## src/rtl/rtt_pkg.sv

```systemverilog
// ---------------------------------------------------------------------------
// rtt_pkg: shared types and constants of the retransmission timer table
// Table entry layout, operation and result codes, and the register set.
// ---------------------------------------------------------------------------
`default_nettype none

package rtt_pkg;

	// Table depth; a power of two so that a session id maps by truncation.
	localparam int SESSIONS = 1024;
	localparam int IDX_W    = $clog2(SESSIONS);

	localparam int SID_W    = 10;
	localparam int TYPE_W   = 4;
	localparam int RETRY_W  = 3;
	localparam int TIME_W   = 32;
	localparam int CFG_IX_W = 3;

	localparam logic [RETRY_W-1:0] MAX_RETRIES = RETRY_W'(4);

	typedef enum logic [1:0] {
		OP_TICK  = 2'd0,
		OP_SET   = 2'd1,
		OP_CLEAR = 2'd2
	} op_t;

	typedef enum logic [1:0] {
		KIND_RETX          = 2'd0,
		KIND_ABORT_OPEN    = 2'd1,
		KIND_ABORT_TIMEOUT = 2'd2
	} kind_t;

	typedef enum logic [CFG_IX_W-1:0] {
		REG_TIMEOUT_FIRST  = 3'd0,
		REG_TIMEOUT_SECOND = 3'd1,
		REG_TIMEOUT_THIRD  = 3'd2,
		REG_TIMEOUT_FOURTH = 3'd3,
		REG_TIMEOUT_LAST   = 3'd4,
		REG_SYN_TYPE_CODE  = 3'd5
	} reg_ix_t;

	typedef struct packed {
		logic                active;
		logic [TYPE_W-1:0]   etype;
		logic [RETRY_W-1:0]  retries;
		logic [TIME_W-1:0]   time_left;
	} entry_t;

	localparam int ENTRY_W = $bits(entry_t);

	typedef struct packed {
		logic [TIME_W-1:0] timeout_first;
		logic [TIME_W-1:0] timeout_second;
		logic [TIME_W-1:0] timeout_third;
		logic [TIME_W-1:0] timeout_fourth;
		logic [TIME_W-1:0] timeout_last;
		logic [TYPE_W-1:0] syn_type_code;
	} cfg_t;

	typedef struct packed {
		entry_t              nxt;
		logic                wr;
		logic                res_valid;
		kind_t               kind;
		logic [RETRY_W-1:0]  retry;
	} upd_t;

endpackage : rtt_pkg

`default_nettype wire

```

## src/rtl/rtt_regs.sv

```systemverilog
// ---------------------------------------------------------------------------
// rtt_regs: configuration register file
// Backoff timeouts and the SYN type code, written over the config channel.
// ---------------------------------------------------------------------------
`default_nettype none

module rtt_regs
	import rtt_pkg::*;
(
	input  wire logic                clk,
	input  wire logic                arst_n,
	input  wire logic                wr_en,
	input  wire logic [CFG_IX_W-1:0] wr_index,
	input  wire logic [TIME_W-1:0]   wr_data,
	output      cfg_t                cfg
);

	cfg_t cfg_q;

	always_ff @(posedge clk or negedge arst_n) begin
		if (!arst_n) begin
			cfg_q.timeout_first  <= TIME_W'(1000);
			cfg_q.timeout_second <= TIME_W'(5000);
			cfg_q.timeout_third  <= TIME_W'(10000);
			cfg_q.timeout_fourth <= TIME_W'(15000);
			cfg_q.timeout_last   <= TIME_W'(30000);
			cfg_q.syn_type_code  <= TYPE_W'(4);
		end else if (wr_en) begin
			unique case (reg_ix_t'(wr_index))
				REG_TIMEOUT_FIRST:  cfg_q.timeout_first  <= wr_data;
				REG_TIMEOUT_SECOND: cfg_q.timeout_second <= wr_data;
				REG_TIMEOUT_THIRD:  cfg_q.timeout_third  <= wr_data;
				REG_TIMEOUT_FOURTH: cfg_q.timeout_fourth <= wr_data;
				REG_TIMEOUT_LAST:   cfg_q.timeout_last   <= wr_data;
				REG_SYN_TYPE_CODE:  cfg_q.syn_type_code  <= wr_data[TYPE_W-1:0];
				default: ;  // unmapped index: ignored
			endcase
		end
	end

	assign cfg = cfg_q;

endmodule : rtt_regs

`default_nettype wire

```

## config.mk

```make
export PLATFORM = sky130hd
export DESIGN_NAME = rtt_regs
export DESIGN_NICKNAME = d
export VERILOG_FILES = /design/src/rtl/rtt_pkg.sv /design/src/rtl/rtt_regs.sv
export SDC_FILE = /design/constraint.sdc
export NUM_CORES = 1
export LEC_CHECK = 0
export BUFFER_PORTS_ARGS = -buffer_cell sky130_fd_sc_hd__buf_2
export CORE_ASPECT_RATIO = 1.75
export CORE_MARGIN = 2
export CORE_UTILIZATION = 51
export CTS_CLUSTER_DIAMETER = 120
export DETAILED_ROUTE_END_ITERATION = 16
export PLACE_DENSITY = 0.87
export SLEW_MARGIN = 20
export SYNTH_ARGS = -nofsm -noshare
export SYNTH_HDL_FRONTEND = slang
export SYNTH_SLANG_ARGS = --single-unit
export TNS_END_PERCENT = 30
```

## constraint.sdc

```tcl
create_clock -name clk -period 1.1 [get_ports clk]
set_clock_uncertainty 0.05 [all_clocks]
set_input_delay 0 -clock clk [delete_from_list [all_inputs] [get_ports clk]]
set_output_delay 0 -clock clk [all_outputs]
set_load 0.005 [all_outputs]
```

# Yosys cells after proc, flatten, opt, wreduce, memory -nomap -nowiden
# Index checks and enable logic that the tools add are counted.
# op_classes
reduce_logical	7
n_eq_ne	5
# ops
operator	n
AND reduction 2 bit	6
equality test 3 x 2 -> 1 bit, second input constant	2
equality test 3 bit, second input constant	2
equality test 3 x 1 -> 1 bit, second input constant	1
zero test 3 bit	1
# word_totals
ff_bits	164
in_bits	38
word_cells	18
out_inout_bits	164

# Logic depth before layout (Yosys ltp)
# logic_depth
word_depth	2
ltp_mapped	4
depth_no_buf	2

# Least setup slack after synthesis
# No wires, ideal clock.
# synth_path
kind	input to register
start	in wr_index[1]
end	reg cfg_q, in the netlist cfg[153]
setup_time_ns	0.125
n_path_buf	1
path_slack_ns	0.002
stages	3
arrival_time_ns	0.923
required_time_ns	0.925
cell_sequence	nor4b_4 > buf_6 > mux2_2
# synth_via
elab_chain_len	2
# synth_lines
element	line	text
start, declared	rtt_regs.sv:13	input wire logic [CFG_IX_W-1:0] wr_index,
zero test 3 bit	rtt_regs.sv:29	unique case (reg_ix_t'(wr_index))
AND reduction 2 bit (no line)	-	
end, declared	rtt_regs.sv:18	cfg_t cfg_q;
# No other way between the ends.
# A chain may end at the register's enable or synchronous reset.

# Worst setup path after layout
# layout_path
start	reg cfg_q, in the netlist cfg[107]
end	out cfg[107] in the netlist's numbering
# layout_rtl
element	line	text
end, declared	rtt_regs.sv:15	output cfg_t cfg
# No word-level cell between the ends.

==> impl_metrics.ini <==
[die]
num_io_pins = 202
die_w_um = 89.5
design.die.area_um2 = 13700
core_um2 = 12500
core.rowCount = 54
start_util = 0.521
die_y_um = 154

[route]
drtIter0Drc = 146
top_layer_used = met4
wl_met2_um = 9000
wl_met1_um = 6000
drtPass1Iterations = 4
post-route-drc-count = 0
wire_per_inst_um = 20.5
antenna_left = 0
routed_wl_um = 16300
viasPerCell = 5.12
wl_met3_um = 608
vias = 4058

[setup_path]
r2r_setup_slack_ns = 0.10
arrival_ns = 1.08
crit_slowest_cell = dfstp_2
cp_slowest_stage_delay_ns = 0.55
cp.buffers_inverters = 1
cp_top_family = flip-flops
crit_chain = buf_2
rr_endpoint = cfg[78]$_DFFE_PN1P_
worst-r2r-cell-count = 3
startpoint_type = register
path_class = reg -> out
worstSetupPathDepth = 1
path_max_fanout = 2
crit_required_ns = 1.05
end_kind = output pin
r2r_start = cfg[78]$_DFFE_PN1P_

[synthesis]
ys_seq_elements = 164
synth_ff_type = dfrtp_1
synth_edf_count = 0
async_flop_share = 1.00
ys_seq_area_frac = 0.636
synth_top_area_frac = 0.511
synth_nets = 390
netlist_area_um2 = 6520
synth.largest_area_cell = dfrtp_1
avgSynthCellArea_um2 = 18.5
ys_types = 13
synth_most_common_cell = dfrtp_1
synthTopCellsByArea = dfrtp_1 51%, mux2_2 17%, mux2_4 14%, dfstp_2 12%, buf_12 1.8%
yosys_warnings = 0
synthTopCellsByCount = 133 x dfrtp_1, 99 x mux2_2, 60 x mux2_4
synthCells = 352

[timing]
maxSlewHeadroom = 0.770
fmax_mhz = 885
fin_ws_ns = -0.0303
slew_viol_final = 0
grt_setup_unrepaired = true
tightest_slew_ns = 0.343
final-hold-violation-count = 2
final.min_clock_period_ns = 1.13
whs_ns = -0.00340
fin_crit_sh = 1.03
setup_viol = 9

[outcome]
status = finished with violations
violations = hold timing, setup timing

[finish]
largest_reg_flops = 164
diodes = 0
final_nets = 651
area_delta_synth_final_pct = 35.6
finalInstanceArea_um2 = 8840
drive_gt1_frac = 0.717
fin_util = 0.707

[placement]
dp_hpwl_um = 11100
place_congestion = 0.805
dpl_cell_area_um2 = 7790
portBuffers = 201
preCtsSetupSlack_ns = -0.331

[global_route]
grt_start_max_net_pins = 46
grt_pass1_vias = 4695
antenna_found_initial = 0
grt-ovfl-total = 0
grt_use_total = 0.250
grt_first_pass_wirelength_um = 25300

[clock_network]
cts_tree = yes
clk_latency_ns = 0.41
cts.sinks = 164
root_buffer = clkbuf_16
cts_buffers = 17
cts_max_level = 4
path_clk_slew_ns = 0.06
clock_path_buffers = 2

[min_path]
hold_class = in -> async

[run]
cap_viol_max_count = 0

[power_and_ir_drop]
cellPowerDensity_nw_per_um2 = 2020
leakage_nw = 4.23
vdd_drop_max_mv = 1.28
-- placed cells by master, fill, tap and decap left out, types with 3 or more instances in the layout --
cell type / n
mux2_1: 5
nor4bb_4: 3
mux2_2: 99
clkinv_2: 3
dfrtp_1: 133
buf_6: 23
buf_12: 7
dfstp_2: 31
buf_2: 178
mux2_4: 60
dlygate4sd3_1: 33
clkbuf_16: 17
clkbuf_1: 5
clkinvlp_4: 4
buf_4: 19
-- how the worst max path moves through the flow --
stage / start / end
global placement: wr_index[1] / cfg[145]$_DFFE_PN0P_
global route: cfg[107]$_DFFE_PN1P_ / cfg[107]
detailed placement: wr_index[1] / cfg[154]$_DFFE_PN0P_
finish: cfg[107]$_DFFE_PN1P_ / cfg[107]
CTS: cfg[107]$_DFFE_PN1P_ / cfg[107]
floorplan: wr_index[1] / cfg[153]$_DFFE_PN0P_
-- per-layer routing --
layer,track usage,vias to the layer above
met5,0,-
met4,0.134,0
met3,0.0590,48
met2,0.439,161
met1,0.267,2077
li1,-,1772
-- power by group --
part | total [mW] | switching, mW | internal [mW]
clock | 5.36 | 2.27 | 3.09
sequential | 8.36 | 0.807 | 7.56
combinational | 4.13 | 1.55 | 2.58
-- cells by family after synthesis --
group         count (synthesis)  share of synthesized area
mux                         164                      0.318
flops                       164                      0.636
buf+inv                      18                     0.0346
simple gates                  6                     0.0119
-- through the flow --
step | power [mW] | hold WS, ns | TNS (ns) | instances
floorplan | 9.97 | -0.346 | 0 | 352
global placement | 11.9 | -0.138 | -28.39 | 722
detailed placement | 12.1 | -0.135 | -34.17 | 722
CTS | 17.8 | -0.00790 | -0.422 | 792
global route | 18.7 | 0.0144 | -1.09 | 793
finish | 17.9 | -0.00340 | -0.0637 | 793
-- cell type report --
cell class,count,area (um^2)
Sequential cell,164,4140
Multi-Input combinational cell,170,2190
Timing Repair Buffer,260,1760
Tap cell,168,210
Clock buffer,22,444
Clock inverter,9,83.8
Fill cell,788,3660
-- repair_timing --
item | CTS | global route
hold endpoints to repair | 315 | 0
setup endpoints to repair | 30 | 31
resized for setup | 12 | 10
hold buffers | 33 | 0
buffers inserted | 6 | 1
No activity file was read; power rests on OpenSTA's default activity.
