<file path="src/rtl/rtt_ram.sv">
// ---------------------------------------------------------------------------
// rtt_ram: generic simple dual-port RAM
// One write port, one read port with registered read data and read enable.
// ---------------------------------------------------------------------------
`default_nettype none

module rtt_ram #(
	parameter int WIDTH = 8,
	parameter int DEPTH = 16
) (
	input  wire logic                     clk,
	input  wire logic                     we,
	input  wire logic [$clog2(DEPTH)-1:0] waddr,
	input  wire logic [WIDTH-1:0]         wdata,
	input  wire logic                     re,
	input  wire logic [$clog2(DEPTH)-1:0] raddr,
	output      logic [WIDTH-1:0]         rdata
);

	logic [WIDTH-1:0] mem_q [DEPTH];

	always_ff @(posedge clk) begin
		if (we) begin
			mem_q[waddr] <= wdata;
		end
		if (re) begin
			rdata <= mem_q[raddr];
		end
	end

endmodule : rtt_ram

`default_nettype wire

</file>
<file path="config.mk">
export PLATFORM = sky130hd
export DESIGN_NAME = rtt_ram
export DESIGN_NICKNAME = d
export VERILOG_FILES = /design/src/rtl/rtt_ram.sv
export SDC_FILE = /design/constraint.sdc
export NUM_CORES = 1
export LEC_CHECK = 0
export BUFFER_PORTS_ARGS = -buffer_cell sky130_fd_sc_hd__buf_4
export CELL_PAD_IN_SITES_DETAIL_PLACEMENT = 2
export CELL_PAD_IN_SITES_GLOBAL_PLACEMENT = 2
export CORE_UTILIZATION = 42
export DETAILED_ROUTE_END_ITERATION = 8
export GPL_ROUTABILITY_DRIVEN = 0
export PLACE_DENSITY = 0.75
export SYNTH_ARGS = -nofsm -noshare
export SYNTH_HDL_FRONTEND = slang
export SYNTH_SLANG_ARGS = --single-unit
</file>
<file path="constraint.sdc">
create_clock -name clk -period 2 [get_ports clk]
set_clock_uncertainty 0.05 [all_clocks]
set_input_delay 0.2 -clock clk [delete_from_list [all_inputs] [get_ports clk]]
set_output_delay 0.2 -clock clk [all_outputs]
set_load 0.05 [all_outputs]
</file>
== Yosys cells after proc, flatten, opt, wreduce, memory -nomap -nowiden ==
Memories as Yosys holds them, arrays and structs flattened. A register that Yosys moved wholly into a read port is not among the register bits.
Cells that the tools add are included.

* $lt $le $gt $ge: 0
* Multiplexer cells: 2
* Bitwise gates (word level): 0
* Shift operators: 0
* Reduce and logical (&&, ||, !) cells: 0
* Eq/ne operators: 0
* Multiply operators: 0
* $add $sub $neg: 0
* Div/mod/pow operators: 0

{| class="wikitable"
|+ Operators with widths
! cell !! count
|-
| $mux W1 || 2
|}

* Input port bits: 19
* Memory bits (writable): 128
* ROM bits: 0
* Memories: 1
* Bits in latches: 0
* Register bits after elaboration: 0

{| class="wikitable"
|+ Memories
! name !! depth !! bits a word !! rd ports !! clocked after memory_dff !! write ports !! line !! source
|-
| mem_q || 16 || 8 || 1 || 1 || 1 || 20 || <nowiki>logic [WIDTH-1:0] mem_q [DEPTH];</nowiki>
|}

== Longest topological paths before layout ==
Gate-level depths: netlist (run 1).

* Word-level depth: 2
* Depth in mapped cells: 5
* Depth with buffers taken out: 3

== Worst setup path after synthesis (run 1) ==
No wires, ideal clock.

* Path kind: in2reg
* From: in waddr[2]
* To: mem mem_q[0][0] (enable)
* Setup slack: 257 ps
* Cell stages on the path: 2
* Buffers on the path: 0
* Setup time: 383 ps
* Data arrival time: 1310 ps
* Data required time: 1567 ps
* Cells stage by stage: or3b_2 -> nor3_1

{| class="wikitable"
|+ RTL lines
! element !! line !! source
|-
| start: declaration || 13 || <nowiki>input wire logic [$clog2(DEPTH)-1:0] waddr,</nowiki>
|-
| end: declaration || 20 ||
|}

No word-level cell before the write port.

==> results.cfg, run 1 <==
[clock_network]
insertion_delay_ps = 420
cts_tree = yes
h-tree-depth = 4
cts_sinks = 136
clkTransAtPathRegs_ps = 60
cts_made_buffers = 17
cts_resized = 0
cts.path.max_buffers = 2
postCtsSetupRepairBufs = 0
cts_hold_buffers = 0
cts_root_buffer = clkbuf_16

[setup_path]
crit_arrival_ps = 1820
cp_slowest_stage_delay_ps = 520
worst_setup_path_start_kind = register
worstPathRequired_ps = 2090
reg2reg_from = mem_q[1][3]
path_class = register to register
crit_buf_inv = 0
rr_endpoint = rdata[3]
setup.worst_path.start = mem_q[1][3]
rrSetupSlack_ps = 270
crit_fanout = 1
slowest_stage = mux4_1
critPathCaptureType = register
critPathTopFamily = multiplexers
r2r.worst_path.cells = 3
crit_chain = mux4_1 -> a22oi_1 -> nand2_1

[sta]
worst_slack_ps = 265
slew_viol_final = 0
max_slew_margin_pct = 70.3
setup_tns_ps = 0
setup_viol = 0
hold_viol_final = 0
rsz0062_at_grt = no
worst_pin_slew_ps = 446
period_needed_ps = 1730
fmax_ghz = 0.577
period_share_pct = 86.7

[status]
status = complete, no violations

[routing]
vias_per_cell = 5.54
drt_wl_total_um = 13000
drt_iter0_markers = 214
drtPass1Iterations = 4
drc_errors = 0
dr_total_vias = 2594
postRouteAntennaNets = 0
wl_per_cell_um = 27.8

[finish]
layout.cells.non_filler = 468
drive_gt1_share_pct = 31.0
multi_input_area_um2 = 1060
final_cell_mix = edfxtp_1, buf_4, mux4_2, clkbuf_16, a22oi_1
area_growth_pct = 21.4
finalNetCount = 306
regArea_um2 = 4080
diodes = 0
fillers = 1027
final_common_cell = edfxtp_1

[die]
die-area_um2 = 12900
io_pins = 27
dieHeight_um = 114
initial_core_util_pct = 43.3
die_w_um = 114
coreArea_um2 = 12100
rows = 40

[logic_synthesis]
synth_cells = 229
synthesis.nets = 248
yosysUniqueCellTypes = 18
ys_ff_latch = 136
syn_area_per_cell_um2 = 22.8
seq_area_frac_synth_pct = 78.1
synth_top_area_share_pct = 78.1
netlist_top_cells_area = edfxtp_1, mux4_2, mux4_1
synth_top_cell_by_area = edfxtp_1
yosys_warnings = 0
syn-cell-area_um2 = 5230

[hold_path]
hold_depth = 1
worst_hold_path.endpoint = mem_q[2][4]
hp-class = input port to register
hold_start = wdata[4]

[pwr]
powerDensity_nw_per_um2 = 1070
leakage_uw = 0.00216
ir_worst_vdd_mv = 0.567
finalPower_uw = 6780

[global_route]
gr-total-overflow = 0
grt_pass1_vias = 2888
grt_max_degree = 27
antenna_found_initial = 0
grt_usage_pct = 22.5
grt_pass1_wl_um = 19400

[placed_design]
preCtsSetupSlack_ps = 88.4
hpwlAfterDp_um = 8370
port_buffers = 26
placed_cells_incl_taps = 436

[flow_run]
cap_violations = 0
synthesized netlist by cell type:
| cell | n |
|---|---|
| edfxtp_1 | 136 |
| and2b_1 | 1 |
| clkdlybuf4s25_2 | 3 |
| mux4_1 | 14 |
| nand3b_1 | 2 |
| nand3_1 | 1 |
| nand2_1 | 9 |
| mux4_2 | 18 |
| buf_2 | 3 |
| and2_1 | 1 |
| nor2b_1 | 1 |
| nor3_1 | 4 |
| buf_6 | 3 |
| nor2_1 | 13 |
| buf_4 | 1 |
| or3b_2 | 1 |
| nand2b_1 | 2 |
| a22oi_1 | 16 |
worst register-to-register path: stages, from the launching register on:
cell      delay [ps]
edfxtp_1         370
mux4_1           520
a22oi_1          360
nand2_1          160
per-layer routing:
layer	vias to the layer above	global-route usage, %	part of all wire (%)
met1	1402	29.0	42
met3	23	4.04	3.4
met2	77	37.4	51
li1	1092	-	-
met4	0	10.6	2.9
met5	-	0	0
worst max-delay path by stage:
stage	endpoint	cells after the start	slack [ps]
after detailed placement	rdata[4]	5	90
after global placement	rdata[4]	5	170
after CTS	rdata[3]	3	230
after floorplan	mem_q[0][0]	2	260
after global routing	rdata[3]	3	180
final	rdata[3]	3	270
power by group:
part | internal, uW | switching [uW] | leakage, uW
registers | 3210 | 25.7 | 0.00124
clock network | 2050 | 1110 | 0.000292
logic | 152 | 230 | 0.000629
total | 5420 | 1370 | 0.00216
registers in the layout, summed over array words and instances, names as in the netlist:
name and cells:
rdata 8, mem_q 128
cells by family (layout without fill, tap and decap cells):
kind of cell | count (synthesis) | in the layout | share of synthesized area (%)
multiplexers | 32 | 32 | 14.8
flip-flops | 136 | 136 | 78.1
AO/OA/AOI/OAI | 16 | 16 | 2.30
buffers and inverters | 10 | 81 | 1.65
AND/OR/NAND/NOR | 35 | 35 | 3.14
cell type report:
cell class / instances / share of cell area (%)
Clock inverter: 13 / 2.50
Multi-Input combinational cell: 83 / 16.7
Tap cell: 168 / 3.31
Timing Repair Buffer: 49 / 6.39
Clock buffer: 19 / 6.82
Sequential cell: 136 / 64.3
metrics by stage:
step / util [%] / hold slack [ps] / area (um^2)
after global placement: 47.7 / 455 / 5760
final: 52.6 / 44.8 / 6350
after detailed placement: 47.7 / 482 / 5760
after global routing: 52.6 / 52.1 / 6350
after CTS: 52.6 / 46.4 / 6350
after floorplan: - / 249 / 5230
Power figures use the tool's default switching activity.
==> run 2: changes to the inputs <==
==> config.mk (replaced) <==
export PLATFORM = sky130hd
export DESIGN_NAME = rtt_ram
export DESIGN_NICKNAME = d
export VERILOG_FILES = /design/src/rtl/rtt_ram.sv
export SDC_FILE = /design/constraint.sdc
export NUM_CORES = 1
export LEC_CHECK = 0
export BUFFER_PORTS_ARGS = -buffer_cell sky130_fd_sc_hd__buf_4
export CELL_PAD_IN_SITES_DETAIL_PLACEMENT = 1
export CELL_PAD_IN_SITES_GLOBAL_PLACEMENT = 1
export CORE_UTILIZATION = 42
export DETAILED_ROUTE_END_ITERATION = 8
export GPL_ROUTABILITY_DRIVEN = 0
export GPL_TIMING_DRIVEN = 0
export PLACE_DENSITY = 0.69
export SLEW_MARGIN = 5
export SYNTH_ARGS = -nofsm -noshare
export SYNTH_HDL_FRONTEND = slang
export SYNTH_SLANG_ARGS = --single-unit
==> run 2 against run 1 <==
First-iteration DRC count fell by 39%. Critical path type is now input port to register. Non-clock buffer count decreased by 14. Die area did not move.
==> results.cfg, run 2 (synthesis results as in run 1) <==
[flow_run]
cap_violations = 0

[hold_path]
hp-class = input port to register
hold_depth = 1
hold_start = re
worst_hold_path.endpoint = rdata[2]

[sta]
worst_pin_slew_ps = 1370
fmax_ghz = 0.525
setup_viol = 0
worst_slack_ps = 93.5
period_share_pct = 95.3
hold_viol_final = 0
period_needed_ps = 1910
max_slew_margin_pct = 8.22
rsz0062_at_grt = no
setup_tns_ps = 0
slew_viol_final = 0

[setup_path]
rrSetupSlack_ps = 420
r2r.worst_path.cells = 3
reg2reg_from = mem_q[5][2]
crit_fanout = 8
crit_arrival_ps = 1880
rr_endpoint = rdata[2]
worst_setup_path_start_kind = input port
crit_chain = buf_4 -> or3b_2 -> nor3_1
critPathCaptureType = register
cp_slowest_stage_delay_ps = 1010
worstPathRequired_ps = 1970
slowest_stage = nor3_1
path_class = input port to register

[routing]
dr_total_vias = 2430
drtPass1Iterations = 4
vias_per_cell = 5.35
postRouteAntennaNets = 0
drc_errors = 0
wl_per_cell_um = 23.3
drt_wl_total_um = 10600
drt_iter0_markers = 130

[clock_network]
cts_made_buffers = 17
cts_root_buffer = clkbuf_16
clkTransAtPathRegs_ps = 50
cts_tree = yes
insertion_delay_ps = 410
postCtsSetupRepairBufs = 0
cts_sinks = 136
cts_hold_buffers = 0
cts_resized = 0
h-tree-depth = 4
cts.path.max_buffers = 2

[die]
coreArea_um2 = 12100
initial_core_util_pct = 43.3
dieHeight_um = 114
io_pins = 27
rows = 40
die_w_um = 114
die-area_um2 = 12900

[global_route]
antenna_found_initial = 0
grt_max_degree = 17
grt_pass1_wl_um = 15800
grt_pass1_vias = 2610
grt_usage_pct = 18.0
gr-total-overflow = 0

[finish]
largest-register = mem_q
finalNetCount = 292
drive_gt1_share_pct = 28.0
largest_register_ffs = 128
reg_top3 = mem_q x128, rdata x8
final_cell_mix = edfxtp_1, buf_4, mux4_2, clkbuf_16, a22oi_1
layout.cells.non_filler = 454
diodes = 0
final_common_cell = edfxtp_1
area_growth_pct = 18.6
finalInstanceArea_um2 = 6200

[pwr]
leakage_uw = 0.00205
powerDensity_nw_per_um2 = 1070
finalPower_uw = 6620
ir_worst_vdd_mv = 0.598

[placed_design]
preCtsSetupSlack_ps = -270
port_buffers = 25
hpwlAfterDp_um = 6580
dpl_cell_area_um2 = 5630
placed_cells_incl_taps = 422

[status]
status = complete, no violations
run 2: critical path: cells and delay by family:
kind	cells	cell delay (ps)
buf+inv	1	120
simple gates	2	1550
run 2: final cells by class:
type	count	area, um^2
Clock inverter	12	133
Fill cell	1068	5860
Timing Repair Buffer	25	188
Multi-Input combinational cell	83	1060
Sequential cell	136	4080
Clock buffer	20	437
Buffer	10	86.3
Tap cell	168	210
run 2: worst max-delay path by stage:
stage | startpoint | end | slack (ps)
6_report | waddr[2] | mem_q[0][3] | 90
5_1_grt | waddr[2] | mem_q[0][6] | 10
4_1_cts | waddr[2] | mem_q[0][6] | 110
3_5_place_dp | waddr[2] | mem_q[0][0] | -270
3_3_place_gp | waddr[2] | mem_q[0][0] | -290
2_1_floorplan | waddr[2] | mem_q[0][0] | 260
run 2: metrics by stage:
step / hold WS, ps / util, %
CTS: 7.67 / 51.4
floorplan: 249 / -
detailed placement: 438 / 46.6
finish: 12.6 / 51.4
global route: 5.62 / 51.4
global placement: 426 / 46.6
run 2: where the power goes:
group | switching [uW] | total, uW | leakage [uW] | internal, uW
logic | 230 | 372 | 0.000540 | 142
clock network | 1090 | 3020 | 0.000277 | 1930
registers | 14.6 | 3230 | 0.00124 | 3210
total | 1340 | 6620 | 0.00205 | 5290
run 2: routing by layer:
layer  GRT usage (%)  part of all wire (%)
met1            24.5                    44
met2            27.7                    48
met3            4.41                   5.6
met4            7.89                   1.8
met5               0                     0
==> run 3: changes to the inputs <==
--- a/config.mk
+++ b/config.mk
@@ -8,6 +8,7 @@
 export BUFFER_PORTS_ARGS = -buffer_cell sky130_fd_sc_hd__buf_4
 export CELL_PAD_IN_SITES_DETAIL_PLACEMENT = 1
 export CELL_PAD_IN_SITES_GLOBAL_PLACEMENT = 1
+export CORE_MARGIN = 4
 export CORE_UTILIZATION = 42
 export DETAILED_ROUTE_END_ITERATION = 8
 export GPL_ROUTABILITY_DRIVEN = 0
==> run 3 against run 2 <==
Clock power rose by 9.9%. Combinational power barely moved. Worst setup slack improved by 260 ps. Largest power group is now clock. Final area rose by 1.1%. Sequential power barely moved. Register-to-register slack got worse by 70 ps. Final cell count did not move. Sequential cell count did not move. Clock-buffer cell count fell by 3. Routed wire length rose by 2.4%. Hold slack barely moved.
==> results.cfg, run 3 (synthesis results as in run 1) <==
[sta]
period_needed_ps = 1650
hold_viol_final = 0
worst_slack_ps = 350
rsz0062_at_grt = no
max_slew_margin_pct = 18.6
slew_viol_final = 0
hold_ws_ps = 12.2
fmax_ghz = 0.606
period_share_pct = 82.5
setup_viol = 0
worst_pin_slew_ps = 1210

[routing]
drt_iter0_markers = 170
dr_total_vias = 2431
drc_errors = 0
drt_wl_total_um = 10800
postRouteAntennaNets = 0
drtPass1Iterations = 4
wl_per_cell_um = 23.9
vias_per_cell = 5.35

[global_route]
grt_usage_pct = 16.5
grt_pass1_wl_um = 16400
gr-total-overflow = 0
grt_max_degree = 17
grt_pass1_vias = 2639
antenna_found_initial = 0

[setup_path]
crit_arrival_ps = 1750
cp_slowest_stage_delay_ps = 560
crit_chain = mux4_1 -> a22oi_1 -> nand2_1
crit_fanout = 1
worst_setup_path_start_kind = register
worstPathRequired_ps = 2100
critPathCaptureType = register
slowest_stage = mux4_1
path_class = register to register

[finish]
area_growth_pct = 19.9
diodes = 0
finalNetCount = 292
largest-register = mem_q
drive_gt1_share_pct = 29.7
utilization_pct = 51.8
fillers = 1100
reg_top3 = mem_q x128, rdata x8
largest_register_ffs = 128
final_cell_mix = edfxtp_1, buf_4, mux4_2, clkbuf_16, a22oi_1
layout.cells.non_filler = 454
final_common_cell = edfxtp_1

[clock_network]
clkTransAtPathRegs_ps = 60
cts_hold_buffers = 0
insertion_delay_ps = 420
cts_root_buffer = clkbuf_16
cts_made_buffers = 17
cts.path.max_buffers = 2
h-tree-depth = 4
postCtsSetupRepairBufs = 0
cts_tree = yes
cts_resized = 0
cts_sinks = 136

[flow_run]
cap_violations = 0

[placed_design]
port_buffers = 25
preCtsSetupSlack_ps = -398
placed_cells_incl_taps = 422
hpwlAfterDp_um = 6970

[pwr]
swShare_pct = 19.9
p_int_uw = 5540
finalPower_uw = 6920
ir_worst_vdd_mv = 0.629
clkPwrFrac_pct = 48.0
seq_power_share_pct = 46.7
pwr-share-comb_pct = 5.4
powerDensity_nw_per_um2 = 1100
switching_power_uw = 1380
leakage_uw = 0.00208

[die]
dieHeight_um = 120
initial_core_util_pct = 43.2
die_w_um = 120
coreArea_um2 = 12100
die-area_um2 = 14300
rows = 40
io_pins = 27

[hold_path]
hp-class = input port to register

[status]
status = complete, no violations
==> run 3: metal layers <==
layer | routed length (um) | GRT usage (%) | vias to the layer above
met4 | 171 | 5.65 | 0
met3 | 477 | 5.47 | 11
li1 | - | - | 1069
met5 | 0 | 0 | -
met2 | 5290 | 25.5 | 65
met1 | 4910 | 22.1 | 1286
==> run 3: layout make-up <==
type,instances,area [um^2],share of cell area [%]
flip-flops and latches,136,4080,65.1
clock inverters,15,208,3.31
plain buffers,10,86.3,1.38
well taps,168,210,3.35
repair buffers,25,188,2.99
clock buffers,17,425,6.79
multi-input cells,83,1070,17.0
==> run 3: critical path, delay by kind of cell, from the launching register on <==
kind | cells | cell delay (ps)
simple gates | 1 | 110
compound gates | 1 | 320
flops | 1 | 360
mux | 1 | 560
==> run 3: power by group through the flow <==
stage,combinational (uW),clock (uW),sequential (uW)
finish,371,3320,3230
global route,398,3520,3230
CTS,376,3360,3230
detailed placement,374,0,3290
global placement,364,0,3280
floorplan,162,0,3330
==> run 3: path summary, 6_finish.rpt <==
check / from / slack, ps / cells after the start / endpoint
worst max-delay path: mem_q[5][0] / 350 / 3 / rdata[0]
worst min-delay path: re / 10 / 1 / rdata[5]
worst max register to register: mem_q[5][0] / 350 / 3 / rdata[0]
worst min register to register: mem_q[11][3] / 720 / 3 / rdata[3]
==> run 3: through the flow <==
stage	area, um^2	TNS [ps]
floorplan	5230	0
global placement	5630	-3330
detailed placement	5630	-4110
CTS	6260	0
global route	6270	0
finish	6270	0
