File: src/rtl/rtt_pkg.sv
// ---------------------------------------------------------------------------
// rtt_pkg: shared types and constants of the retransmission timer table
// Table entry layout, operation and result codes, and the register set.
// ---------------------------------------------------------------------------
`default_nettype none

package rtt_pkg;

	// Table depth; a power of two so that a session id maps by truncation.
	localparam int SESSIONS = 1024;
	localparam int IDX_W    = $clog2(SESSIONS);

	localparam int SID_W    = 10;
	localparam int TYPE_W   = 4;
	localparam int RETRY_W  = 3;
	localparam int TIME_W   = 32;
	localparam int CFG_IX_W = 3;

	localparam logic [RETRY_W-1:0] MAX_RETRIES = RETRY_W'(4);

	typedef enum logic [1:0] {
		OP_TICK  = 2'd0,
		OP_SET   = 2'd1,
		OP_CLEAR = 2'd2
	} op_t;

	typedef enum logic [1:0] {
		KIND_RETX          = 2'd0,
		KIND_ABORT_OPEN    = 2'd1,
		KIND_ABORT_TIMEOUT = 2'd2
	} kind_t;

	typedef enum logic [CFG_IX_W-1:0] {
		REG_TIMEOUT_FIRST  = 3'd0,
		REG_TIMEOUT_SECOND = 3'd1,
		REG_TIMEOUT_THIRD  = 3'd2,
		REG_TIMEOUT_FOURTH = 3'd3,
		REG_TIMEOUT_LAST   = 3'd4,
		REG_SYN_TYPE_CODE  = 3'd5
	} reg_ix_t;

	typedef struct packed {
		logic                active;
		logic [TYPE_W-1:0]   etype;
		logic [RETRY_W-1:0]  retries;
		logic [TIME_W-1:0]   time_left;
	} entry_t;

	localparam int ENTRY_W = $bits(entry_t);

	typedef struct packed {
		logic [TIME_W-1:0] timeout_first;
		logic [TIME_W-1:0] timeout_second;
		logic [TIME_W-1:0] timeout_third;
		logic [TIME_W-1:0] timeout_fourth;
		logic [TIME_W-1:0] timeout_last;
		logic [TYPE_W-1:0] syn_type_code;
	} cfg_t;

	typedef struct packed {
		entry_t              nxt;
		logic                wr;
		logic                res_valid;
		kind_t               kind;
		logic [RETRY_W-1:0]  retry;
	} upd_t;

endpackage : rtt_pkg

`default_nettype wire

File: src/rtl/rtt_update.sv
// ---------------------------------------------------------------------------
// rtt_update: entry modify logic
// Computes the new table entry and the optional result for one operation.
// ---------------------------------------------------------------------------
`default_nettype none

module rtt_update
	import rtt_pkg::*;
(
	input  wire entry_t              cur,
	input  wire logic [1:0]          op,
	input  wire logic [TYPE_W-1:0]   event_type,
	input  wire logic                stop,
	input  wire logic                full,
	input  wire cfg_t                cfg,
	output      upd_t                upd
);

	logic [TIME_W-1:0] backoff;

	always_comb begin
		case (cur.retries)
			RETRY_W'(0): backoff = cfg.timeout_first;
			RETRY_W'(1): backoff = cfg.timeout_second;
			RETRY_W'(2): backoff = cfg.timeout_third;
			RETRY_W'(3): backoff = cfg.timeout_fourth;
			default:     backoff = cfg.timeout_last;
		endcase
	end

	always_comb begin
		upd           = '0;
		upd.nxt       = cur;
		upd.kind      = KIND_RETX;
		unique case (op_t'(op))
			OP_SET: begin
				upd.wr        = 1'b1;
				upd.nxt.etype = event_type;
				if (!cur.active) begin
					upd.nxt.time_left = backoff;
				end
				upd.nxt.active = 1'b1;
			end
			OP_CLEAR: begin
				upd.wr          = 1'b1;
				upd.nxt.retries = '0;
				if (stop) begin
					upd.nxt.time_left = '0;
					upd.nxt.active    = 1'b0;
				end else begin
					upd.nxt.time_left = cfg.timeout_first;
				end
			end
			OP_TICK: begin
				upd.wr = 1'b1;
				if (cur.active) begin
					if (cur.time_left != '0) begin
						upd.nxt.time_left = cur.time_left - TIME_W'(1);
					end else if (!full) begin
						upd.nxt.active = 1'b0;
						upd.res_valid  = 1'b1;
						if (cur.retries < MAX_RETRIES) begin
							upd.nxt.retries = cur.retries + RETRY_W'(1);
							upd.retry       = cur.retries + RETRY_W'(1);
							upd.kind        = KIND_RETX;
						end else begin
							upd.nxt.retries = '0;
							upd.retry       = '0;
							upd.kind        = (cur.etype == cfg.syn_type_code) ?
								KIND_ABORT_OPEN : KIND_ABORT_TIMEOUT;
						end
					end
				end
			end
			default: ;  // unused code: no change, no write
		endcase
	end

endmodule : rtt_update

`default_nettype wire

File: config.mk
export PLATFORM = sky130hd
export DESIGN_NAME = rtt_update
export DESIGN_NICKNAME = d
export VERILOG_FILES = /design/src/rtl/rtt_pkg.sv /design/src/rtl/rtt_update.sv
export SDC_FILE = /design/constraint.sdc
export NUM_CORES = 1
export LEC_CHECK = 0
export BUFFER_PORTS_ARGS = -buffer_cell sky130_fd_sc_hd__buf_4
export CAP_MARGIN = 5
export CELL_PAD_IN_SITES_DETAIL_PLACEMENT = 0
export CELL_PAD_IN_SITES_GLOBAL_PLACEMENT = 2
export CORE_MARGIN = 1
export CORE_UTILIZATION = 19
export DETAILED_ROUTE_END_ITERATION = 8
export GPL_ROUTABILITY_DRIVEN = 0
export PLACE_DENSITY = 0.95
export SYNTH_ARGS = -nofsm -noshare
export SYNTH_HDL_FRONTEND = slang
export SYNTH_SLANG_ARGS = --single-unit
File: constraint.sdc
create_clock -name vclk -period 4.87
set_input_delay 0.974 -clock vclk [all_inputs]
set_output_delay 0.974 -clock vclk [all_outputs]
set_load 0.01 [all_outputs]
* Word level (Yosys, flattened, before mapping)
Cells that the tools add are included.
W data, S select, Z words.
** Operators by class
- Equal/unequal tests :: 6
- Reduce and logical (&&, ||, !) cells :: 3
- Shifts and indexed selects :: 0
- Bitwise gates (word level) :: 0
- Order comparisons :: 1
- Add/subtract/negate cells :: 2
- Mux-type cells :: 22
- Multipliers :: 0
- Divide/modulo/power cells :: 0
** Operators by type and width (count)
- $pmux W32 S4 :: 1
- $pmux W33 S3 :: 1
- $mux W32 :: 3
- $mux W35 :: 1
- $reduce_bool A32 Y1 :: 1
- $sub A32 B1 Y32 const B :: 1
- $mux W6 :: 4
- $mux W3 :: 3
- $eq A3 B2 Y1 const B :: 2
- $pmux W3 S2 :: 1
- $mux W5 :: 1
- $eq A4 B4 Y1 :: 1
- $mux W1 :: 4
- $mux W4 :: 1
- $add A3 B1 Y3 const B :: 1
- $eq A3 B1 Y1 const B :: 1
- $logic_not A3 Y1 :: 1
- $lt A3 B3 Y1 const B :: 1
- $pmux W1 S3 :: 1
- $eq A2 B1 Y1 const B :: 1
- $eq A2 B2 Y1 const B :: 1
- $logic_not A2 Y1 :: 1
- $mux W2 :: 1
** Word-level totals
- Memory bits (read-only) :: 0
- Bits of input ports :: 212
- Memories :: 0
- Register bits after elaboration :: 0
- Output and inout port bits :: 47
- RAM bits :: 0
- Latch bits :: 0

* Logic depth before layout (Yosys ltp)
Gate-level depths: netlist of the first run.
- Word-level depth :: 7
- Mapped depth :: 10
- Gate-level depth less buffers :: 9

* Least setup slack after synthesis of the first run
Ideal clock, no wire load.
- Path type :: input to output
- Start point :: input cur[8] (netlist bit)
- End point :: output upd[40] (netlist bit)
- Arrival :: 3.184 ns
- Required time :: 3.896 ns
- Stages :: 7
- Slack :: 0.712 ns
- Buffers on the path :: 1
- Path through :: clkbuf_1 or4_1 nor4_2 nand3_1 nor4_1 a32oi_1 o21ai_0
** RTL lines
- start: declaration :: line rtt_update.sv:10 : input wire entry_t cur,
- end: declaration :: line rtt_update.sv:16 : output upd_t upd

==> impl_metrics.prom, run 1 <==
# TYPE chip_impl_metric gauge
chip_impl_info{name="run_status",value="complete, no violations"} 1
chip_impl_metric{name="min_period_over_period",unit="%"} 92.5
chip_impl_metric{name="placed_cells",unit=""} 995
chip_impl_metric{name="setup-tns-final",unit="ns"} 0
chip_impl_metric{name="final-max-slew-violation-count",unit=""} 0
chip_impl_info{name="synth_top_family_by_area",value="compound AO/OA/AOI/OAI gates"} 1
chip_impl_metric{name="grt_max_degree",unit=""} 34
chip_impl_metric{name="vdd_ir_drop_max",unit="mV"} 0.0374
chip_impl_metric{name="fin_nets",unit=""} 995
chip_impl_metric{name="max-cap-violations",unit=""} 0
chip_impl_metric{name="seq_cells",unit=""} 0
chip_impl_metric{name="final_cells",unit=""} 995
chip_impl_info{name="end_kind",value="output port"} 1
chip_impl_info{name="worstHoldPathType",value="in -> out"} 1
chip_impl_metric{name="synth_sequential_area_ratio",unit="%"} 0
chip_impl_metric{name="crit_required",unit="ns"} 3.90
chip_impl_metric{name="hpwlAfterDp",unit="mm"} 17.9
chip_impl_metric{name="final_layout_size_suffix_gt1_share",unit="%"} 39.4
chip_impl_metric{name="timing.final.setup_violations",unit=""} 0
chip_impl_info{name="timing.critical_path.slowest_stage_cell",value="sky130_fd_sc_hd__or4_4"} 1
chip_impl_info{name="topRoutingLayerUsed",value="met4"} 1
chip_impl_metric{name="wl_met3",unit="mm"} 1.61
chip_impl_info{name="worst_hold_end",value="upd[42]"} 1
chip_impl_metric{name="totalPowerFinal",unit="uW"} 548
chip_impl_metric{name="antenna_violating_nets_post_route",unit=""} 0
chip_impl_metric{name="critical_path.max_stage_delay",unit="ns"} 0.57
chip_impl_metric{name="dr_wl_met2",unit="mm"} 10.3
chip_impl_metric{name="antennaDiodeCount",unit=""} 0
chip_impl_metric{name="p_leak",unit="nW"} 2.40
chip_impl_metric{name="synth_simple_gate_area_share",unit="%"} 29.9
chip_impl_metric{name="port_buffers",unit=""} 259
chip_impl_metric{name="synthXorXnorAreaFrac",unit="%"} 3.20
chip_impl_metric{name="post_synthesis_share_of_cell_area_spent_on_full_adders_half_adders_and_majority_gates",unit="%"} 2.28
chip_impl_metric{name="maxSlewHeadroom",unit="%"} 40.3
chip_impl_metric{name="met1_length",unit="mm"} 9.91
chip_impl_info{name="timing.setup.critical_path_class",value="in -> out"} 1
chip_impl_metric{name="rows",unit=""} 47
chip_impl_metric{name="filler_cell_count",unit=""} 1865
chip_impl_metric{name="globalRoute.totalOverflow",unit=""} 0
chip_impl_metric{name="grt_util_all_layers",unit="%"} 23.3
chip_impl_metric{name="via_count_of_the_first_global_routing_pass",unit=""} 5344
chip_impl_metric{name="die_height",unit="um"} 134
chip_impl_metric{name="holdBufCountCts",unit=""} 0
chip_impl_metric{name="synthDominantCellAreaShare",unit="%"} 12.1
chip_impl_metric{name="boundaryPins",unit=""} 259
chip_impl_metric{name="yosys.cell_types.count",unit=""} 58
chip_impl_metric{name="worstSetupPathDepth",unit=""} 8
chip_impl_metric{name="period_minus_slack",unit="ns"} 4.51
chip_impl_metric{name="synth-compound-area-share",unit="%"} 56.4
chip_impl_metric{name="cts_setup_buffers",unit=""} 0
chip_impl_metric{name="floorplan.die.width",unit="um"} 134
chip_impl_metric{name="syn_nets",unit=""} 755
chip_impl_metric{name="whs_path_depth",unit=""} 4
chip_impl_metric{name="initial_antenna_violation_count",unit=""} 0
chip_impl_metric{name="routed_wire_length_per_instance",unit="um"} 22.2
chip_impl_metric{name="seq_area",unit="sq um"} 0
chip_impl_metric{name="critPathMaxFanout",unit=""} 7
chip_impl_info{name="grt_setup_unrepaired",value="false"} 1
chip_impl_metric{name="synth.mux.area_fraction",unit="%"} 0.609
chip_impl_metric{name="nClkBuffers",unit=""} 0
chip_impl_metric{name="ys_warn_count",unit=""} 0
chip_impl_metric{name="drt_pre_antenna_iters",unit=""} 5
chip_impl_info{name="post_synthesis_cell_type_with_the_largest_combined_area",value="sky130_fd_sc_hd__a22oi_1"} 1
chip_impl_info{name="startpoint",value="cur[23]"} 1
chip_impl_metric{name="via_count",unit=""} 5584
chip_impl_metric{name="worst-slew-pin-transition",unit="ns"} 0.893
chip_impl_metric{name="cts_repair_resize_count",unit=""} 0
chip_impl_metric{name="vias_per_cell",unit=""} 5.61
chip_impl_metric{name="synthCells",unit=""} 537
chip_impl_metric{name="totalWireLength",unit="mm"} 22.1
chip_impl_metric{name="average_cell_area_after_synthesis",unit="sq um"} 6.13
chip_impl_info{name="timing.critical_path.cells",value="buf_4, or4_4, or4_4, nor3_1, nor3_1, and3_1, nor4b_1, buf_4"} 1
chip_impl_info{name="min-delay-start",value="event_type[0]"} 1
chip_impl_metric{name="finalHoldViolCount",unit=""} 0
chip_impl_metric{name="arrival",unit="ns"} 3.53
chip_impl_info{name="yosys-top-cells-area",value="sky130_fd_sc_hd__a22oi_1, sky130_fd_sc_hd__a21oi_1, sky130_fd_sc_hd__o21ai_0"} 1
chip_impl_metric{name="grt_pass1_wl",unit="mm"} 32.4
chip_impl_metric{name="coreArea",unit="sq um"} 16800
chip_impl_metric{name="worstPathBufferInverterCount",unit=""} 2
chip_impl_metric{name="area_used_by_multi_input_combinational_logic",unit="sq um"} 3040
chip_impl_info{name="cp-start-kind",value="input pin"} 1
chip_impl_metric{name="dr_iter_0_viols",unit=""} 546
chip_impl_metric{name="total_power_density_per_cell_area",unit="nW/um^2"} 98.6
chip_impl_metric{name="cell_area_after_technology_mapping",unit="sq um"} 3290
chip_impl_metric{name="drc",unit=""} 0
chip_impl_info{name="cp_top_family",value="simple AND/OR/NAND/NOR gates"} 1
chip_impl_metric{name="starting_density_of_the_core",unit="%"} 19.6
chip_impl_metric{name="fmaxAchievable",unit="MHz"} 222
chip_impl_metric{name="die-area",unit="sq um"} 17800
chip_impl_metric{name="flow.area_growth_from_synthesis",unit="%"} 69.2
synth_stat cells, types with 4 or more instances:
cell and number:
sky130_fd_sc_hd__a21oi_1 63, sky130_fd_sc_hd__a22oi_1 53, sky130_fd_sc_hd__nand2_1 46, sky130_fd_sc_hd__clkbuf_1 44
sky130_fd_sc_hd__nor2_1 41, sky130_fd_sc_hd__o21ai_0 39, sky130_fd_sc_hd__a221oi_1 21, sky130_fd_sc_hd__nor3_1 21
sky130_fd_sc_hd__inv_1 15, sky130_fd_sc_hd__nand3_1 13, sky130_fd_sc_hd__a221o_1 11, sky130_fd_sc_hd__a31oi_1 11
sky130_fd_sc_hd__nand4_1 10, sky130_fd_sc_hd__xnor2_1 10, sky130_fd_sc_hd__nor4_1 9, sky130_fd_sc_hd__a22o_1 8
sky130_fd_sc_hd__a2bb2oi_1 8, sky130_fd_sc_hd__or4_1 8, sky130_fd_sc_hd__o21a_1 7, sky130_fd_sc_hd__a311oi_1 6
sky130_fd_sc_hd__ha_1 6, sky130_fd_sc_hd__a211oi_1 5, sky130_fd_sc_hd__and2_1 5, sky130_fd_sc_hd__nand2b_1 5
sky130_fd_sc_hd__o22a_1 5, sky130_fd_sc_hd__o22ai_1 5, sky130_fd_sc_hd__or3_1 5, sky130_fd_sc_hd__and3_1 4
sky130_fd_sc_hd__buf_1 4, sky130_fd_sc_hd__nor2b_1 4
cells by family (layout without fill, tap and decap cells):
group / Yosys count / count (layout)
xor+xnor: 12 / 12
compound gates: 264 / 264
fa+ha+maj: 6 / 6
simple gates: 187 / 187
mux: 2 / 2
buf+inv: 66 / 304
cell type report:
type / count / area share (%)
Inverter: 16 / 1.08
Multi-Input combinational cell: 471 / 54.7
Tap cell: 220 / 4.95
Timing Repair Buffer: 288 / 39.3
power by group:
group / total (mW) / internal (mW) / switching (mW)
clock: 0 / 0 / 0
sequential: 0 / 0 / 0
combinational: 0.548 / 0.268 / 0.280
worst max path at each step:
stage                          to  slack [ns]
after floorplan           upd[40]        0.71
after global placement    upd[46]        0.43
after detailed placement  upd[37]        0.40
after CTS                 upd[37]        0.40
after global routing      upd[41]        0.25
final                     upd[20]        0.36
cells in the final DEF (no fill, tap or decap), types with 7 or more instances in the layout:
cell type	count
sky130_fd_sc_hd__buf_4	286
sky130_fd_sc_hd__a21oi_1	63
sky130_fd_sc_hd__a22oi_1	53
sky130_fd_sc_hd__nand2_1	46
sky130_fd_sc_hd__nor2_1	41
sky130_fd_sc_hd__o21ai_0	39
sky130_fd_sc_hd__nor3_1	21
sky130_fd_sc_hd__a221oi_1	21
sky130_fd_sc_hd__inv_1	15
sky130_fd_sc_hd__nand3_1	13
sky130_fd_sc_hd__a221o_1	11
sky130_fd_sc_hd__a31oi_1	11
sky130_fd_sc_hd__nand4_1	10
sky130_fd_sc_hd__xnor2_1	10
sky130_fd_sc_hd__nor4_1	9
sky130_fd_sc_hd__or4_1	8
sky130_fd_sc_hd__a2bb2oi_1	8
sky130_fd_sc_hd__a22o_1	8
sky130_fd_sc_hd__o21a_1	7
metrics by stage:
stage / hold WS, ns / setup slack (ns) / util (%) / instance area (sq um)
after floorplan: 2.00 / 0.712 / - / 3290
final: 2.21 / 0.364 / 33.2 / 5560
after global routing: 2.24 / 0.247 / 33.2 / 5560
after global placement: 2.21 / 0.430 / 33.2 / 5560
after CTS: 2.22 / 0.400 / 33.2 / 5560
after detailed placement: 2.22 / 0.400 / 33.2 / 5560
layer usage:
metal  global-route usage, %  up-vias
met1                    31.9     2694
met5                       0        -
li1                        -     2619
met2                    40.1      256
met3                    2.66       15
met4                    2.84        0
worst min-delay path, delay by kind of cell:
| family | cells | cell delay (ns) |
|---|---|---|
| buffers and inverters | 2 | 0.18 |
| and+or+nand+nor | 2 | 0.09 |
(Power assumes the default switching activity.)
==> run 2: changes to the inputs <==
--- a/config.mk
+++ b/config.mk
@@ -9,6 +9,7 @@
 export CAP_MARGIN = 5
 export CELL_PAD_IN_SITES_DETAIL_PLACEMENT = 0
 export CELL_PAD_IN_SITES_GLOBAL_PLACEMENT = 2
+export CORE_ASPECT_RATIO = 1.75
 export CORE_MARGIN = 1
 export CORE_UTILIZATION = 19
 export DETAILED_ROUTE_END_ITERATION = 8
==> run 2 against run 1 <==
Compared with the run above:
- first-iteration DRC count decreased by 16%
- critical endpoint is now upd[37]
- final cell count increased by 0.60%
- critical path type unchanged
- critical path depth unchanged
==> impl_metrics.prom, run 2 (synthesized netlist as in run 1, its figures left out) <==
# TYPE chip_impl_metric gauge
chip_impl_metric{name="final_layout_size_suffix_gt1_share",unit="%"} 39.3
chip_impl_metric{name="flow.area_growth_from_synthesis",unit="%"} 68.4
chip_impl_metric{name="grt_util_all_layers",unit="%"} 23.6
chip_impl_metric{name="worstPathBufferInverterCount",unit=""} 2
chip_impl_metric{name="area_after_dpl",unit="sq um"} 5540
chip_impl_metric{name="filler_cell_count",unit=""} 1926
chip_impl_info{name="cp_top_family",value="simple AND/OR/NAND/NOR gates"} 1
chip_impl_info{name="run_status",value="complete, no violations"} 1
chip_impl_metric{name="antenna_violating_nets_post_route",unit=""} 0
chip_impl_metric{name="cts_repair_resize_count",unit=""} 0
chip_impl_metric{name="critical_path.max_stage_delay",unit="ns"} 0.56
chip_impl_info{name="cp-start-kind",value="input pin"} 1
chip_impl_metric{name="holdBufCountCts",unit=""} 0
chip_impl_metric{name="die-area",unit="sq um"} 17900
chip_impl_metric{name="drc",unit=""} 0
chip_impl_info{name="timing.critical_path.slowest_stage_cell",value="sky130_fd_sc_hd__or4_1"} 1
chip_impl_metric{name="seq_area",unit="sq um"} 0
chip_impl_metric{name="die_height",unit="um"} 176
chip_impl_metric{name="cts_setup_buffers",unit=""} 0
chip_impl_info{name="min-delay-start",value="event_type[3]"} 1
chip_impl_metric{name="max-cap-violations",unit=""} 0
chip_impl_metric{name="antennaDiodeCount",unit=""} 0
chip_impl_metric{name="fin_nets",unit=""} 994
chip_impl_metric{name="vias_per_cell",unit=""} 5.57
chip_impl_metric{name="min_period_over_period",unit="%"} 92.4
chip_impl_metric{name="initial_antenna_violation_count",unit=""} 0
chip_impl_info{name="grt_setup_unrepaired",value="false"} 1
chip_impl_metric{name="hold_slack",unit="ns"} 2.21
chip_impl_metric{name="crit_required",unit="ns"} 3.90
chip_impl_metric{name="critPathMaxFanout",unit=""} 7
chip_impl_metric{name="vdd_ir_drop_max",unit="mV"} 0.0558
chip_impl_metric{name="coreArea",unit="sq um"} 16900
chip_impl_metric{name="whs_path_depth",unit=""} 4
chip_impl_info{name="timing.setup.critical_path_class",value="in -> out"} 1
chip_impl_metric{name="grt_max_degree",unit=""} 34
chip_impl_metric{name="timing.final.setup_violations",unit=""} 0
chip_impl_metric{name="maxSlewHeadroom",unit="%"} 49.9
chip_impl_metric{name="setup-tns-final",unit="ns"} 0
chip_impl_info{name="timing.critical_path.cells",value="buf_4, or4_1, or3_1, a2111oi_2, nand3_1, xor2_1, o21ai_0, buf_4"} 1
chip_impl_metric{name="seq_cells",unit=""} 0
chip_impl_metric{name="starting_density_of_the_core",unit="%"} 19.4
chip_impl_metric{name="hpwlAfterDp",unit="mm"} 18.7
chip_impl_metric{name="dr_iter_0_viols",unit=""} 458
chip_impl_info{name="end_kind",value="output port"} 1
chip_impl_info{name="layout.cells.most_common_list",value="sky130_fd_sc_hd__buf_4, sky130_fd_sc_hd__a21oi_1, sky130_fd_sc_hd__a22oi_1"} 1
chip_impl_metric{name="rows",unit=""} 63
chip_impl_metric{name="globalRoute.totalOverflow",unit=""} 0
chip_impl_metric{name="boundaryPins",unit=""} 259
chip_impl_metric{name="final-max-slew-violation-count",unit=""} 0
chip_impl_metric{name="grt_pass1_wl",unit="mm"} 32.0
chip_impl_metric{name="nClkBuffers",unit=""} 0
chip_impl_info{name="startpoint",value="cur[12]"} 1
chip_impl_metric{name="worstSetupPathDepth",unit=""} 8
chip_impl_metric{name="port_buffers",unit=""} 259
chip_impl_metric{name="arrival",unit="ns"} 3.53
chip_impl_metric{name="period_minus_slack",unit="ns"} 4.50
chip_impl_metric{name="via_count_of_the_first_global_routing_pass",unit=""} 5433
chip_impl_metric{name="fmaxAchievable",unit="MHz"} 222
chip_impl_info{name="layout.cells.most_common",value="sky130_fd_sc_hd__buf_4"} 1
chip_impl_metric{name="routed_wire_length_per_instance",unit="um"} 22.3
chip_impl_info{name="cp_common_cell",value="sky130_fd_sc_hd__buf_4"} 1
chip_impl_metric{name="post-place-ws",unit="ns"} 0.385
chip_impl_info{name="worstHoldPathType",value="in -> out"} 1
chip_impl_metric{name="p_leak",unit="nW"} 2.39
chip_impl_metric{name="via_count",unit=""} 5572
chip_impl_metric{name="finalHoldViolCount",unit=""} 0
chip_impl_metric{name="drt_pre_antenna_iters",unit=""} 5
chip_impl_metric{name="total_power_density_per_cell_area",unit="nW/um^2"} 98.7
chip_impl_metric{name="totalWireLength",unit="mm"} 22.3
chip_impl_metric{name="fin_ws",unit="ns"} 0.368
chip_impl_metric{name="floorplan.die.width",unit="um"} 101
chip_impl_metric{name="stdcell_area",unit="sq um"} 5540
chip_impl_metric{name="worst-slew-pin-transition",unit="ns"} 0.749
run 2: changes by cell type in the layout (fill, tap and decap cells not counted):
| cell | delta |
|---|---|
| sky130_fd_sc_hd__buf_4 | +1 |
| sky130_fd_sc_hd__buf_12 | -2 |
run 2: per-layer routing:
| layer | GRT usage, % | part of all wire [%] | vias to the layer above | wire length (um) |
|---|---|---|---|---|
| li1 | - | - | 2623 | - |
| met1 | 27.8 | 39 | 2578 | 8610 |
| met2 | 43.1 | 51 | 307 | 11400 |
| met3 | 2.06 | 5.8 | 64 | 1290 |
| met4 | 8.94 | 4.5 | 0 | 1010 |
| met5 | 0 | 0 | - | 0 |
run 2: layout make-up:
cell class,count,area [sq um],share of cell area [%]
Inverter,16,60.1,1.08
Timing Repair Buffer,287,2150,38.9
Tap cell,227,284,5.13
Multi-Input combinational cell,471,3040,54.9
run 2: stage by stage:
stage	std cells	util, %	total power, mW
2_1_floorplan	537	-	0.234
3_3_place_gp	1001	32.7	0.542
3_5_place_dp	1001	32.7	0.543
4_1_cts	1001	32.7	0.545
5_1_grt	1001	32.7	0.585
6_report	1001	32.7	0.547
run 2: report_power, final:
part           internal (mW)  switching [mW]
combinational          0.266           0.281
clock                      0               0
sequential                 0               0
total                  0.266           0.281
run 2: worst paths after layout:
check                  to
setup / recovery  upd[37]
hold / removal    upd[45]
run 2: worst min-delay path, delay by kind of cell:
kind | cells | cell delay [ns]
simple gates | 2 | 0.09
buf+inv | 2 | 0.18
